<file path="config.mk">
export PLATFORM = sky130hd
export DESIGN_NAME = bmm_flow
export DESIGN_NICKNAME = d
export VERILOG_FILES = /design/src/hw/rtl/bmm_flow.sv
export SDC_FILE = /design/constraint.sdc
export NUM_CORES = 1
export LEC_CHECK = 0
export BUFFER_PORTS_ARGS = -buffer_cell sky130_fd_sc_hd__buf_2
export CAP_MARGIN = 20
export CORE_AREA = 2 2 39 41
export CTS_BUF_LIST = sky130_fd_sc_hd__clkbuf_16
export DETAILED_ROUTE_END_ITERATION = 12
export DIE_AREA = 0 0 41 43
export PLACE_DENSITY = 0.54
export SLEW_MARGIN = 20
export SYNTH_ARGS = -nofsm -noshare
export SYNTH_HDL_FRONTEND = slang
export SYNTH_SLANG_ARGS = --single-unit
</file>
<file path="constraint.sdc">
create_clock -name clock -period 2.2 [get_ports clock]
set_input_delay 0.11 -clock clock [delete_from_list [all_inputs] [get_ports clock]]
set_output_delay 0.11 -clock clock [all_outputs]
set_load 0.02 [all_outputs]
</file>
<file path="src/hw/rtl/bmm_flow.sv">
// ----------------------------------------------------------------------------
// bmm_flow
// Valid and ready chain for a linear pipeline: each stage loads when it is
// empty or when the stage after it moves on, so bubbles are squeezed out.
// ----------------------------------------------------------------------------
`default_nettype none

module bmm_flow #(
   parameter int STAGES = 7
) (
   input  wire logic              clock,
   input  wire logic              reset,
   input  wire logic              in_valid,
   output logic                   in_ready,
   output logic                   out_valid,
   input  wire logic              out_ready,
   output logic [STAGES-1:0]      load
);

   logic [STAGES-1:0] valid_ff;
   logic [STAGES-1:0] valid_in;
   logic [STAGES-1:0] rdy;

   always_comb begin
      rdy[STAGES-1] = !valid_ff[STAGES-1] || out_ready;
      for (int k = STAGES - 2; k >= 0; k--) begin
         rdy[k] = !valid_ff[k] || rdy[k+1];
      end
      valid_in[0] = rdy[0] ? in_valid : valid_ff[0];
      for (int k = 1; k < STAGES; k++) begin
         valid_in[k] = rdy[k] ? valid_ff[k-1] : valid_ff[k];
      end
   end

   always_ff @(posedge clock) begin
      if (reset) begin
         valid_ff <= '0;
      end else begin
         valid_ff <= valid_in;
      end
   end

   assign in_ready  = rdy[0];
   assign out_valid = valid_ff[STAGES-1];
   assign load      = rdy;

`ifndef SYNTHESIS
   a_reset_empties : assert property (@(posedge clock)
      reset |=> (valid_ff == '0))
      else $error("pipeline not empty after reset");

   a_stall_only_when_full : assert property (@(posedge clock) disable iff (reset)
      !in_ready |-> valid_ff[0])
      else $error("input refused while first stage empty");

   a_full_stall_blocks : assert property (@(posedge clock) disable iff (reset)
      ((&valid_ff) && !out_ready) |-> !in_ready)
      else $error("full stalled pipeline still takes input");

   a_hold_when_stalled : assert property (@(posedge clock) disable iff (reset)
      (out_valid && !out_ready) |=> out_valid)
      else $error("result dropped while stalled");
`endif

endmodule

`default_nettype wire

</file>
# Word-level counts from Yosys, hierarchy flattened
# Cells that the tools add are included.
# W data, S select, Z words.
totals:
  output_inout_bits: 9
  in_bits: 4
  reg_bits: 7
op_classes:
  n_reduce_logical: 14
ops:
  columns: ["op", "count"]
  rows:
  - ["$logic_not A1 Y1", 7]
  - ["$logic_or A1 B1 Y1", 7]

# Logic depth before layout (Yosys ltp)
depth:
  word_depth: 8
  depth_mapped: 4

# Worst setup path before layout
# OpenSTA, ideal clock, no wires.
synth_timing:
  kind: "register to output"
  start: "reg valid_ff[6]"
  end: "out load[0]"
  setup_slack_ns: 0.937
  required_time_ns: 2.090
  t_arrival_ns: 1.153
  path_stages_with_launch: 5
  n_path_buf: 2
  cell_sequence: "dfxtp_1 > and4b_1 > buf_6 > nand2_1 > buf_4"
synth_via:
  elab_chain_cells: 8
synth_lines:
  columns: ["element", "line_no", "text"]
  rows:
  - ["from (decl)", "20", "logic [STAGES-1:0] valid_ff;"]
  - ["from (signal assigned)", "39", "valid_ff <= valid_in;"]
  - ["$logic_not A1 Y1", "25", "rdy[STAGES-1] = !valid_ff[STAGES-1] || out_ready;"]
  - ["$logic_or A1 B1 Y1", "25", null]
  - ["$logic_or A1 B1 Y1 (6 in series)", "27", "rdy[k] = !valid_ff[k] || rdy[k+1];"]
  - ["to (decl)", "17", "output logic [STAGES-1:0] load"]
# No other way between the ends.

# Worst setup path in the final report
layout_timing:
  start: "reg valid_ff[5]"
  end: "out in_ready"
layout_via:
  elab_chain_cells: 7
layout_lines:
  columns: ["element", "line_no", "text"]
  rows:
  - ["$logic_not A1 Y1", "27", null]
  - ["$logic_or A1 B1 Y1 (6 in series)", "27", null]
  - ["to (decl)", "14", "output logic in_ready,"]
# No other way between the ends.

==> reports/qor.csv <==
stage;metric;value;unit
run_status;status;finished clean;
synth;yosysMostFrequentCell;dfxtp_1;
placed_design;gp_congestion;0.674;
synth;synth_nets;37;
routing;drc_errors;0;
synth;synth_cells;33;
routing;vias;257;
timing;fmax;0.709;GHz
synth;synth-warning-count;0;
routing;totalWireLength;595;um
cts;numCtsBuffers;3;
setup_path;required;2.09;ns
floorplanning;die_area;1760;um^2
cts;root_buffer;clkbuf_16;
job;cap_violations;0;
worst_hold_path;hold_start;reset;
floorplanning;rows;14;
power_and_ir_drop;combPwrFrac;1.9;%
placed_design;hpwl;426;um
power_and_ir_drop;switching_share;16.9;%
routing;ant_nets;0;
setup_path;crit_path_start_kind;register;
cells_and_area;top_register;valid_ff;
global_routing;grt_pass1_wl;924;um
cells_and_area;reg_top3;valid_ff (7);
synth;synth.distinct_cells;13;
worst_hold_path;hold_end;valid_ff[1]$_SDFFE_PP0P_;
worst_hold_path;min_path_type;in -> reg;
routing;wire_per_inst;9.44;um
cells_and_area;largest_reg_flops;7;
timing;setup_viol;0;
cts;cts_hold_buf;0;
synth;avgSynthCellArea;8.99;um^2
synth;netlist.area_leader.share;47.3;%
setup_path;crit_arrival;1.30;ns
timing;fin_tns_setup;0;ns
power_and_ir_drop;p_sw;75.3;uW
routing;first_pass_iters;4;
cts;ctsResizeCount;0;
power_and_ir_drop;p_leak;0.186;nW
worst_hold_path;hold_path_depth;2;
floorplanning;dieHeight;43;um
power_and_ir_drop;power;446;uW
power_and_ir_drop;internal_power;371;uW
timing;skew;0.00198;ns
cts;cts.path.max_buffers;2;
setup_path;r2r_end;valid_ff[0]$_SDFFE_PP0P_;
routing;via_per_inst;4.08;
timing;period_share;64.1;%
setup_path;worstSetupPathType;reg -> out;
global_routing;antenna_found_initial;0;
power_and_ir_drop;power-per-cell-area;1020;nW/um^2
timing;tightest_slew;0.318;ns
timing;slew_viol_final;0;
floorplanning;start_util;21.4;%
placed_design;port_buffers;12;
synth;synth_seq_area_share;47.3;%
timing;maxSlewHeadroom;78.8;%
setup_path;r2r_setup_slack;1.08;ns
floorplanning;ios;13;
power_and_ir_drop;sequentialPowerShare;30.0;%
routing;drt_iter0_drc;6;
synth;synthTopCellsByArea;dfxtp_1 (47%), nor2_1 (7.6%), nand4_4 (7.2%);
global_routing;grt_overflow;0;
cells_and_area;fin_nets;52;
timing;hold_viol;0;
floorplanning;chipWidth;41;um
synth;synth-main-ff-cell;dfxtp_1;
global_routing;grt_max_degree;8;
cells_and_area;drive_gt1_share;38.3;%
cts;postCtsSetupBuffers;0;
cts;insertion_delay;0.23;ns
timing;hold_slack;0.121;ns
setup_path;path_max_fanout;7;
floorplanning;core;1380;um^2
setup_path;rr_startpoint;valid_ff[5]$_SDFFE_PP0P_;
synth;synth-seq-cells;7;
cts;cts_tree;built;
cts;htree_levels;1;
setup_path;ff2ff_path_depth;3;
timing;post-route-min-period;1.41;ns
synth;synth.largest_area_cell;dfxtp_1;
cts;path_clk_slew;0.04;ns
cells_and_area;area_growth;47.3;%
cells_and_area;diodes;0;
cts;clkSinkCount;7;
power_and_ir_drop;max-vdd-ir-drop;0.327;mV
timing;grt_setup_unrepaired;false;
synth;synth_edf_count;0;
synth;synthArstFlopShare;0;%
setup_path;setup.worst_path.end_class;primary output;
synth;yosys-top-cells-count;dfxtp_1 (7), nor2_1 (6), inv_1 (5);
global_routing;grt_usage;8.64;%
global_routing;grt_pass1_vias;238;
synth;syn_area;297;um^2
power_and_ir_drop;clockPowerShare;68.2;%
worst max-delay path: stages, from the launching register on:
cell	delay (ns)
dfxtp_1	0.35
and4b_1	0.40
nand2_1	0.14
buf_2	0.18
routing by layer:
metal  vias up  part of all wire, %  track usage (%)
met2        11                   44             12.2
li1        133                    -                -
met4         0                  2.5             8.00
met3         4                  9.6             6.28
met1       109                   44             7.42
met5         -                    0                0
logic make-up after synthesis:
kind of cell    Yosys count  synth area share [%]
simple gates             14                  30.4
flops                     7                  47.3
buf+inv                   7                  12.7
compound gates            5                  9.71
power by group through the flow:
| stage | sequential (mW) | clock, mW | combinational (mW) |
|---|---|---|---|
| 6_report | 0.134 | 0.304 | 0.00837 |
| 5_1_grt | 0.134 | 0.320 | 0.00950 |
| 4_1_cts | 0.134 | 0.313 | 0.00860 |
| 3_5_place_dp | 0.135 | 0 | 0.00854 |
| 3_3_place_gp | 0.135 | 0 | 0.00838 |
| 2_1_floorplan | 0.135 | 0 | 0.00330 |
cells in the final DEF (no fill, tap or decap):
master and n:
and4_1 1, inv_1 6, and4b_1 1, buf_2 12, a21oi_1 4, nand3_2 1, a21oi_2 1, clkbuf_16 3
nand4_4 1, nand2_1 3, nor2_1 6, dfxtp_1 7, nor2b_1 1
stage by stage:
| stage | worst slack, ns | area [um^2] | instances | util, % |
|---|---|---|---|---|
| 6_report | 0.790 | 437 | 63 | 31.6 |
| 5_1_grt | 0.718 | 437 | 63 | 31.6 |
| 4_1_cts | 0.776 | 437 | 63 | 31.6 |
| 3_5_place_dp | 1.02 | 358 | 59 | 25.9 |
| 3_3_place_gp | 1.03 | 358 | 59 | 25.9 |
| 2_1_floorplan | 0.937 | 297 | 33 | - |
layout make-up:
| cell class | instances | area, um^2 |
|---|---|---|
| flip-flops and latches | 7 | 140 |
| inverters | 5 | 18.8 |
| clock buffers | 3 | 75.1 |
| multi-input cells | 19 | 119 |
| well taps | 16 | 20.0 |
| repair buffers | 12 | 60.1 |
| fillers | 158 | 947 |
| clock inverters | 1 | 3.75 |
worst max path at each step:
stage	from	to	depth (start not counted)
3_5_place_dp	valid_ff[5]$_SDFFE_PP0P_	in_ready	3
6_report	valid_ff[5]$_SDFFE_PP0P_	in_ready	3
2_1_floorplan	valid_ff[6]$_SDFFE_PP0P_	load[0]	4
5_1_grt	valid_ff[5]$_SDFFE_PP0P_	load[1]	3
4_1_cts	valid_ff[5]$_SDFFE_PP0P_	in_ready	3
3_3_place_gp	valid_ff[5]$_SDFFE_PP0P_	load[1]	3
No activity file was read; power rests on OpenSTA's default activity.
